File: config.mk
export PLATFORM = sky130hd
export DESIGN_NAME = cron_time_match_scan
export DESIGN_NICKNAME = d
export VERILOG_FILES = /design/src/hdl/ctms_pkg.sv /design/src/hdl/cron_time_match_scan.sv
export SDC_FILE = /design/constraint.sdc
export NUM_CORES = 2
export LEC_CHECK = 0
export BUFFER_PORTS_ARGS = -buffer_cell sky130_fd_sc_hd__buf_2
export CORE_MARGIN = 10
export CORE_UTILIZATION = 37
export DETAILED_ROUTE_END_ITERATION = 10
export GPL_TIMING_DRIVEN = 1
export PLACE_DENSITY = 0.51
export SYNTH_ARGS = -nofsm -noshare
export SYNTH_HDL_FRONTEND = slang
export SYNTH_SLANG_ARGS = --single-unit
File: constraint.sdc
create_clock -name clk_i -period 10.6 [get_ports clk_i]
set_input_delay 2.12 -clock clk_i [delete_from_list [all_inputs] [get_ports clk_i]]
set_output_delay 2.12 -clock clk_i [all_outputs]
set_load 0.05 [all_outputs]
File: src/hdl/ctms_pkg.sv
// shared types and constants for the cron time match scanner
`timescale 1ns / 1ps
`default_nettype none

package ctms_pkg;

  localparam int unsigned NUM_ENTRIES_DEF = 16;
  localparam int unsigned SLOT_CAP        = 16;

  localparam int unsigned IDX_W     = 4;
  localparam int unsigned MINUTE_W  = 60;
  localparam int unsigned HOUR_W    = 24;
  localparam int unsigned DAY_W     = 31;
  localparam int unsigned MONTH_W   = 12;
  localparam int unsigned WEEKDAY_W = 7;

  localparam logic CMD_WRITE = 1'b0;
  localparam logic CMD_TICK  = 1'b1;

  typedef struct packed {
    logic [MINUTE_W-1:0]  minute;
    logic [HOUR_W-1:0]    hour;
    logic [DAY_W-1:0]     day;
    logic [MONTH_W-1:0]   month;
    logic [WEEKDAY_W-1:0] weekday;
  } entry_t;

  typedef enum logic [1:0] {
    ST_IDLE,
    ST_SCAN,
    ST_DRAIN,
    ST_FINISH
  } scan_state_e;

endpackage

`default_nettype wire

File: src/hdl/cron_time_match_scan.sv
// cron schedule table with a sequential per-tick match scan
//
// Input channel (in_valid_i / in_stall_o): one beat is either a write command,
// which stores five masks at entry_index_i, or a tick carrying the current time.
// A write returns nothing. A tick scans the table one entry per cycle, unless a
// stalled output holds it, in ascending index order out of a single-port memory
// with a registered read, and returns one beat per due entry, or one beat with
// matched_o low if none is due; last_o marks the final beat of the tick.
// A tick steps through ST_SCAN, ST_DRAIN and ST_FINISH before it returns to
// ST_IDLE; in_stall_o stays high for the whole scan.
// Output channel (out_valid_o / out_stall_i): results sit in an output register.
// While the receiver stalls, the scan holds at the entry that needs to emit and
// resumes when the register frees up; the next tick can be taken while the
// final beat of the previous one still waits.
// Reset clears every entry's valid flag, so all entries read as disabled, and
// empties the output register. Only slots below min(NUM_ENTRIES, 16) are writable and reported.
`timescale 1ns / 1ps
`default_nettype none

module cron_time_match_scan
  import ctms_pkg::*;
#(
  parameter int unsigned NUM_ENTRIES = NUM_ENTRIES_DEF
) (
  input  wire logic                 clk_i,
  input  wire logic                 rst_ni,

  input  wire logic                 in_valid_i,
  output logic                      in_stall_o,
  input  wire logic                 command_i,
  input  wire logic [IDX_W-1:0]     entry_index_i,
  input  wire logic [MINUTE_W-1:0]  minute_mask_i,
  input  wire logic [HOUR_W-1:0]    hour_mask_i,
  input  wire logic [DAY_W-1:0]     day_mask_i,
  input  wire logic [MONTH_W-1:0]   month_mask_i,
  input  wire logic [WEEKDAY_W-1:0] weekday_mask_i,
  input  wire logic [5:0]           minute_i,
  input  wire logic [4:0]           hour_i,
  input  wire logic [4:0]           day_of_month_i,
  input  wire logic [3:0]           month_i,
  input  wire logic [2:0]           weekday_i,

  output logic                      out_valid_o,
  input  wire logic                 out_stall_i,
  output logic                      matched_o,
  output logic [IDX_W-1:0]          job_index_o,
  output logic                      last_o
);

  localparam int unsigned AW     = (NUM_ENTRIES > 1) ? $clog2(NUM_ENTRIES) : 1;
  localparam int unsigned SCAN_N = (NUM_ENTRIES < SLOT_CAP) ? NUM_ENTRIES : SLOT_CAP;

  // table storage
  entry_t                 mem [NUM_ENTRIES];
  logic [NUM_ENTRIES-1:0] vld_q;
  entry_t                 rdata_q;
  logic                   ent_vld_q;

  // current time as one-hot selects
  logic [MINUTE_W-1:0]  min_oh_q;
  logic [HOUR_W-1:0]    hour_oh_q;
  logic [DAY_W-1:0]     day_oh_q;
  logic [MONTH_W-1:0]   month_oh_q;
  logic [WEEKDAY_W-1:0] wday_oh_q;

  scan_state_e state_q, state_d;
  logic [AW-1:0] ptr_q, ptr_d;
  logic          eval_vld_q, eval_vld_d;
  logic [AW-1:0] eval_idx_q, eval_idx_d;
  logic          pend_vld_q, pend_vld_d;
  logic [AW-1:0] pend_idx_q, pend_idx_d;

  logic             out_vld_q, out_vld_d;
  logic             matched_q, matched_d;
  logic [IDX_W-1:0] job_q, job_d;
  logic             last_q, last_d;

  logic          in_acc;
  logic          wr_en;
  logic [AW-1:0] wr_addr;
  logic          rd_en;
  logic          match;
  logic          hit;
  logic          emit_mid;
  logic          out_free;
  logic          advance;
  logic          out_load;

  assign in_stall_o = (state_q != ST_IDLE);
  assign in_acc     = in_valid_i && !in_stall_o;
  assign wr_en      = in_acc && (command_i == CMD_WRITE)
                      && (32'(entry_index_i) < 32'(NUM_ENTRIES));
  assign wr_addr    = AW'(entry_index_i);

  always_ff @(posedge clk_i) begin
    if (wr_en) begin
      mem[wr_addr] <= '{minute:  minute_mask_i,
                        hour:    hour_mask_i,
                        day:     day_mask_i,
                        month:   month_mask_i,
                        weekday: weekday_mask_i};
    end
    if (rd_en) begin
      rdata_q <= mem[ptr_q];
    end
  end

  always_ff @(posedge clk_i or negedge rst_ni) begin
    if (!rst_ni) begin
      vld_q     <= '0;
      ent_vld_q <= 1'b0;
    end else begin
      if (wr_en) begin
        vld_q[wr_addr] <= 1'b1;
      end
      if (rd_en) begin
        ent_vld_q <= vld_q[ptr_q];
      end
    end
  end

  // out-of-range time values shift out and select nothing
  always_ff @(posedge clk_i) begin
    if (in_acc && (command_i == CMD_TICK)) begin
      min_oh_q   <= MINUTE_W'(1) << minute_i;
      hour_oh_q  <= HOUR_W'(1) << hour_i;
      day_oh_q   <= DAY_W'(1) << (day_of_month_i - 5'd1);
      month_oh_q <= MONTH_W'(1) << (month_i - 4'd1);
      wday_oh_q  <= WEEKDAY_W'(1) << weekday_i;
    end
  end

  assign match = (|(rdata_q.minute & min_oh_q)) && (|(rdata_q.hour & hour_oh_q))
                 && (|(rdata_q.day & day_oh_q)) && (|(rdata_q.month & month_oh_q))
                 && (|(rdata_q.weekday & wday_oh_q));

  assign hit      = eval_vld_q && ent_vld_q && match;
  assign emit_mid = hit && pend_vld_q;
  assign out_free = !out_vld_q || !out_stall_i;
  assign advance  = !(emit_mid && !out_free);

  always_comb begin
    state_d    = state_q;
    ptr_d      = ptr_q;
    eval_vld_d = eval_vld_q;
    eval_idx_d = eval_idx_q;
    pend_vld_d = pend_vld_q;
    pend_idx_d = pend_idx_q;
    rd_en      = 1'b0;
    out_load   = 1'b0;
    matched_d  = matched_q;
    job_d      = job_q;
    last_d     = last_q;

    unique case (state_q)
      ST_IDLE: begin
        if (in_acc && (command_i == CMD_TICK)) begin
          ptr_d      = '0;
          pend_vld_d = 1'b0;
          state_d    = ST_SCAN;
        end
      end
      ST_SCAN: begin
        if (advance) begin
          rd_en      = 1'b1;
          eval_vld_d = 1'b1;
          eval_idx_d = ptr_q;
          if (ptr_q == AW'(SCAN_N - 1)) begin
            state_d = ST_DRAIN;
          end else begin
            ptr_d = ptr_q + AW'(1);
          end
        end
      end
      ST_DRAIN: begin
        if (advance) begin
          eval_vld_d = 1'b0;
          state_d    = ST_FINISH;
        end
      end
      ST_FINISH: begin
        if (out_free) begin
          out_load   = 1'b1;
          matched_d  = pend_vld_q;
          job_d      = pend_vld_q ? IDX_W'(pend_idx_q) : '0;
          last_d     = 1'b1;
          pend_vld_d = 1'b0;
          state_d    = ST_IDLE;
        end
      end
      default: begin
        state_d = ST_IDLE;
      end
    endcase

    // a new hit pushes the previous one out, not marked last
    if (advance && hit) begin
      pend_vld_d = 1'b1;
      pend_idx_d = eval_idx_q;
      if (emit_mid) begin
        out_load  = 1'b1;
        matched_d = 1'b1;
        job_d     = IDX_W'(pend_idx_q);
        last_d    = 1'b0;
      end
    end

    if (out_load) begin
      out_vld_d = 1'b1;
    end else if (!out_stall_i) begin
      out_vld_d = 1'b0;
    end else begin
      out_vld_d = out_vld_q;
    end
  end

  always_ff @(posedge clk_i or negedge rst_ni) begin
    if (!rst_ni) begin
      state_q    <= ST_IDLE;
      ptr_q      <= '0;
      eval_vld_q <= 1'b0;
      pend_vld_q <= 1'b0;
      out_vld_q  <= 1'b0;
    end else begin
      state_q    <= state_d;
      ptr_q      <= ptr_d;
      eval_vld_q <= eval_vld_d;
      pend_vld_q <= pend_vld_d;
      out_vld_q  <= out_vld_d;
    end
  end

  always_ff @(posedge clk_i) begin
    eval_idx_q <= eval_idx_d;
    pend_idx_q <= pend_idx_d;
    matched_q  <= matched_d;
    job_q      <= job_d;
    last_q     <= last_d;
  end

  assign out_valid_o = out_vld_q;
  assign matched_o   = matched_q;
  assign job_index_o = job_q;
  assign last_o      = last_q;

endmodule

`default_nettype wire
== Word-level counts from Yosys, hierarchy flattened ==
Memory sizes are Yosys's and may differ from the RTL's. A register that Yosys moved wholly into a read port is not among the register bits.
Cells that the tools add are included.

* Memories kept: 1
* Memory bits (writable): 2144
* Bits of input ports: 166
* Register bits after elaboration: 174

* Add/sub/neg operators: 3
* Reduce and logical (&&, ||, !) cells: 34
* Equal/unequal tests: 13
* Order comparisons: 3
* Bitwise operators: 8
* Multiplexer cells: 44
* Shift operators: 5

{| class="wikitable"
|+ Memory list
! memory !! words !! bits a word !! read ports !! clocked after Yosys merged registers in !! write ports !! RTL line !! RTL
|-
| mem || 16 || 134 || 1 || 1 || 1 || cron_time_match_scan.sv:54 || <nowiki>entry_t mem [NUM_ENTRIES];</nowiki>
|}

{| class="wikitable"
|+ Operator list
! operator !! count
|-
| $and 60x60->60 || 1
|-
| $reduce_or 60->1 || 1
|-
| $shl 1x6->60 const A || 1
|-
| $mux 4 || 8
|-
| $and 31x31->31 || 1
|-
| $reduce_or 31->1 || 1
|-
| $shl 1x5->31 const A || 1
|-
| $mux 1 || 25
|-
| $and 24x24->24 || 1
|-
| $reduce_or 24->1 || 1
|-
| $shl 1x5->24 const A || 1
|-
| $or 16x16->16 || 1
|-
| $logic_and 1x1->1 || 13
|-
| $and 12x12->12 || 1
|-
| $ne 2x2->1 const B || 6
|-
| $reduce_or 12->1 || 1
|-
| $shl 1x4->12 const A || 1
|-
| $lt 4x5->1 const B || 2
|-
| $mux 2 || 5
|-
| $pmux 2 s4 || 1
|-
| $pmux 4 s2 || 1
|-
| $and 7x7->7 || 1
|-
| $reduce_or 7->1 || 1
|-
| $shl 1x3->7 const A || 1
|-
| 22 further kinds || 33
|}

== Logic depth before layout (Yosys ltp) ==
* Word-level depth: 13
* Gate-level depth with buffers: 9

== Least setup slack after synthesis ==
Ideal clock, no wire load.

* Path type: input to register
* Start point: input port command_i
* End point: register vld_q[0]
* Path buffers: 0
* Path slack: -2.144 ns
* Data arrival time: 12.620 ns
* Stages: 4
* Cells stage by stage: nand3b_1 or3_1 nor3_1 or2_2

* Word-level cells in the longest chain between the ends: 2

{| class="wikitable"
|+ Ends and longest elaborated chain
! what !! RTL line !! RTL
|-
| from (decl) || cron_time_match_scan.sv:30 || <nowiki>input wire logic command_i,</nowiki>
|-
| $not 1->1 || cron_time_match_scan.sv:91 || <nowiki>assign wr_en = in_acc && (command_i == CMD_WRITE)</nowiki>
|-
| $logic_and 1x1->1 || cron_time_match_scan.sv:91 ||
|-
| to (signal assigned) || cron_time_match_scan.sv:110 || <nowiki>vld_q <= '0;</nowiki>
|-
| to (signal, indexed assignment) || cron_time_match_scan.sv:114 || <nowiki>vld_q[wr_addr] <= 1'b1;</nowiki>
|-
| to (decl) || cron_time_match_scan.sv:55 || <nowiki>logic [NUM_ENTRIES-1:0] vld_q;</nowiki>
|}

Every way passes these cells.
A chain may end at the register's enable or synchronous reset.

== Final worst setup path ==
* Start point: register state_q[0]
* End point: output port in_stall_o

* Word-level cells in the longest chain between the ends: 1

{| class="wikitable"
|+ Ends and longest elaborated chain
! what !! RTL line !! RTL
|-
| from (decl) || cron_time_match_scan.sv:66 || <nowiki>scan_state_e state_q, state_d;</nowiki>
|-
| from (signal assigned) || cron_time_match_scan.sv:225 || <nowiki>state_q <= state_d;</nowiki>
|-
| $reduce_bool 2->1 || cron_time_match_scan.sv:89 || <nowiki>assign in_stall_o = (state_q != ST_IDLE);</nowiki>
|-
| to (decl) || cron_time_match_scan.sv:29 || <nowiki>output logic in_stall_o,</nowiki>
|}

Every way passes these cells.

==> flow_summary.ini <==
[timing]
drv_slew = 0
skew_ps = 65.62
max_clock_freq_ghz = 0.2134
hold_violations = 0
worst_slew_pin_slew_ps = 1194
tns_ps = 0
post-route-period-util_pct = 44.21
relSlewSlack_pct = 20.40
rsz0062_at_grt = false
holdWs_ps = 407.8
fin_crit_ps = 4686
setup_viol = 0

[logic_synthesis]
ys.flop_type = edfxtp_1
synth_top_area_share_pct = 79.23
yosys.area.top_type = edfxtp_1
ys_ff_latch = 2452
yosys_warnings = 0
syn-cell-area_mm2 = 0.09172
synth_edf_count = 2420
synth_nets = 3916
ys_async_sr_fraction_pct = 1.060
ys_types = 52
ys_seq_area_share_pct = 80.07
synthCells = 3745
synth_area_leaders = edfxtp_1 (79%), mux4_2 (16%), dfrtp_1 (0.71%), nor2_1 (0.59%), clkbuf_1 (0.50%)
synth.avg_cell_area_um2 = 24.49

[placed_design]
gp_congestion = 0.7324
port_buffers = 173
hpwl_mm = 119.4

[detailed_routing]
drt_iter0_markers = 3442
wirelength_mm = 223.9
dr.pass1.iters = 6
vias = 40450
via_per_inst = 5.326
drtAntennaViolNets = 0
drc = 0
wire_per_inst_um = 29.48

[die]
core_mm2 = 0.2464
ioPinCount = 174
start_util_pct = 37.22
die_h_um = 517.9
rows = 182
fp.dieW_um = 517.9
die-area_mm2 = 0.2682

[layout]
final_util_pct = 42.70
nNetsFinal = 4266
regArea_mm2 = 0.07346
syn2layout_area_growth_pct = 14.71
multi_input_area_mm2 = 0.01769
fill_cells = 21130
layout-drive-gt1-share_pct = 30.21

[clocking]
h-tree-depth = 5
cts.path.max_buffers = 4
root_buffer = clkbuf_16
insertion_delay_ps = 910
cts_setup_buffers = 0
cts_tree = yes
cts_resized = 0
cts_buffers = 279
path_clk_slew_ps = 60
cts_sinks = 2452
ctsHoldBuffers = 0

[min_path]
hp-class = register to register

[setup_path]
worstSetupPathType = register to output port
crit_path_start_kind = register
worstSetupEndpointType = output port
cp.arrival_ps = 2570
crit_chain = inv_1 > ha_1 > inv_1 > buf_2
max_stage_delay_ps = 510
cp_slowest_cell = inv_1
crit_buf_inv = 3
cpLargestDelayFamily = buffers and inverters
required_ps = 8480
crit_path_max_fanout = 6
crit_top_cell = inv_1

[power]
ir_drop_mv = 0.3040
p_leak_uw = 0.03249
power_density_mw_per_mm2 = 247.7

[global_route]
antenna_found_initial = 60
grtUsageTotal_pct = 16.40
grt_max_degree = 128
globalRouteOverflowTotal = 0
grt_pass1_vias = 42850
grt_pass1_wl_mm = 323.0

[run]
drv_cap = 0

[status]
run_status = finished, final reports clean
flip-flops by register name (all words and copies together), names as in the netlist:
signal / cells
mem: 2144
rdata_q: 134
min_oh_q: 60
day_oh_q: 31
hour_oh_q: 24
vld_q: 16
month_oh_q: 12
wday_oh_q: 7
eval_idx_q: 4
job_index_o: 4
pend_idx_q: 4
ptr_q: 4
state_q: 2
ent_vld_q: 1
eval_vld_q: 1
last_o: 1
matched_o: 1
out_valid_o: 1
pend_vld_q: 1
cell type report:
type | count | area share [%]
antenna | 8 | 0.01903
clock buffer | 360 | 7.095
clock inverter | 100 | 0.7290
inverter | 9 | 0.03211
multi-input combinational | 1113 | 16.82
sequential | 2452 | 69.82
tap | 3312 | 3.939
timing repair buffer | 240 | 1.551
placed cells by master (no fill, tap or decap), types with 22 or more instances in the layout:
| cell | Yosys | routed |
|---|---|---|
| edfxtp_1 | 2420 | 2420 |
| mux4_2 | 653 | 653 |
| clkbuf_16 | 0 | 286 |
| buf_2 | 36 | 173 |
| nor2_1 | 143 | 131 |
| clkbuf_1 | 122 | 71 |
| clkinv_1 | 0 | 47 |
| buf_4 | 3 | 46 |
| clkinv_2 | 0 | 32 |
| nor2b_1 | 27 | 27 |
| a21oi_1 | 26 | 26 |
| a22o_1 | 26 | 26 |
| mux2i_1 | 24 | 24 |
| a211oi_1 | 23 | 23 |
| nand2_1 | 22 | 22 |
| dfrtp_1 | 26 | 22 |
final timing paths:
kind                                       to     startpoint  cells after the start  slack [ps]
worst max-delay path               in_stall_o     state_q[0]                      4        5910
worst min-delay path            pend_idx_q[0]  eval_idx_q[0]                      0         410
worst max register to register   mem[15][101]     state_q[0]                      8        6570
worst min register to register  pend_idx_q[0]  eval_idx_q[0]                      0         410
max in group asynchronous            ptr_q[2]         rst_ni                      1        8810
min in group asynchronous         out_valid_o         rst_ni                      1        1240
power breakdown:
part           leakage (uW)  internal, uW  switching, uW  total (uW)
registers            0.0223         11300            507       11800
clock network       0.00401          5200           3630        8830
logic               0.00616          2680           2720        5400
total                0.0325         19200           6860       26100
kinds of logic (layout without fill, tap and decap cells):
family / count (synthesis) / count (layout) / synth area share (%)
other cells: 0 / 8 / 0
buf+inv: 180 / 709 / 0.7981
flops: 2452 / 2452 / 80.07
simple gates: 296 / 296 / 1.582
fa+ha+maj: 5 / 5 / 0.06821
mux: 679 / 679 / 16.32
compound gates: 133 / 133 / 1.157
layer usage:
| layer | vias up | track usage [%] | routed length [um] |
|---|---|---|---|
| met5 | - | 0 | 132 |
| li1 | 16830 | - | - |
| met3 | 360 | 2.992 | 10320 |
| met1 | 22210 | 22.51 | 96890 |
| met4 | 20 | 4.049 | 5013 |
| met2 | 1023 | 27.20 | 111500 |
metrics by stage:
stage                     setup WS [ps]  power [uW]  instance area, um2  cells
after floorplan                    1604       15720               91740   3745
after global placement             5080       17610               96960   7126
after detailed placement           5081       17610               96960   7126
after CTS                          5756       26500              105200   7586
after global routing               5806       27160              105200   7591
final                              5914       26060              105200   7594
cell usage after synthesis, drive strengths merged, types with 4 or more instances:
master / number
or2: 19
nand2: 22
mux4: 653
a221oi: 22
nor2b: 27
clkbuf: 122
inv: 9
ha: 5
edfxtp: 2420
a22oi: 20
or3: 4
o21ai: 5
nand4: 10
nand3: 13
mux2i: 24
dfrtp: 26
nor2: 144
a21oi: 26
a22o: 26
nor3: 18
nand2b: 15
dfxtp: 6
nand3b: 7
buf: 49
a211oi: 23
(Power assumes the default switching activity.)
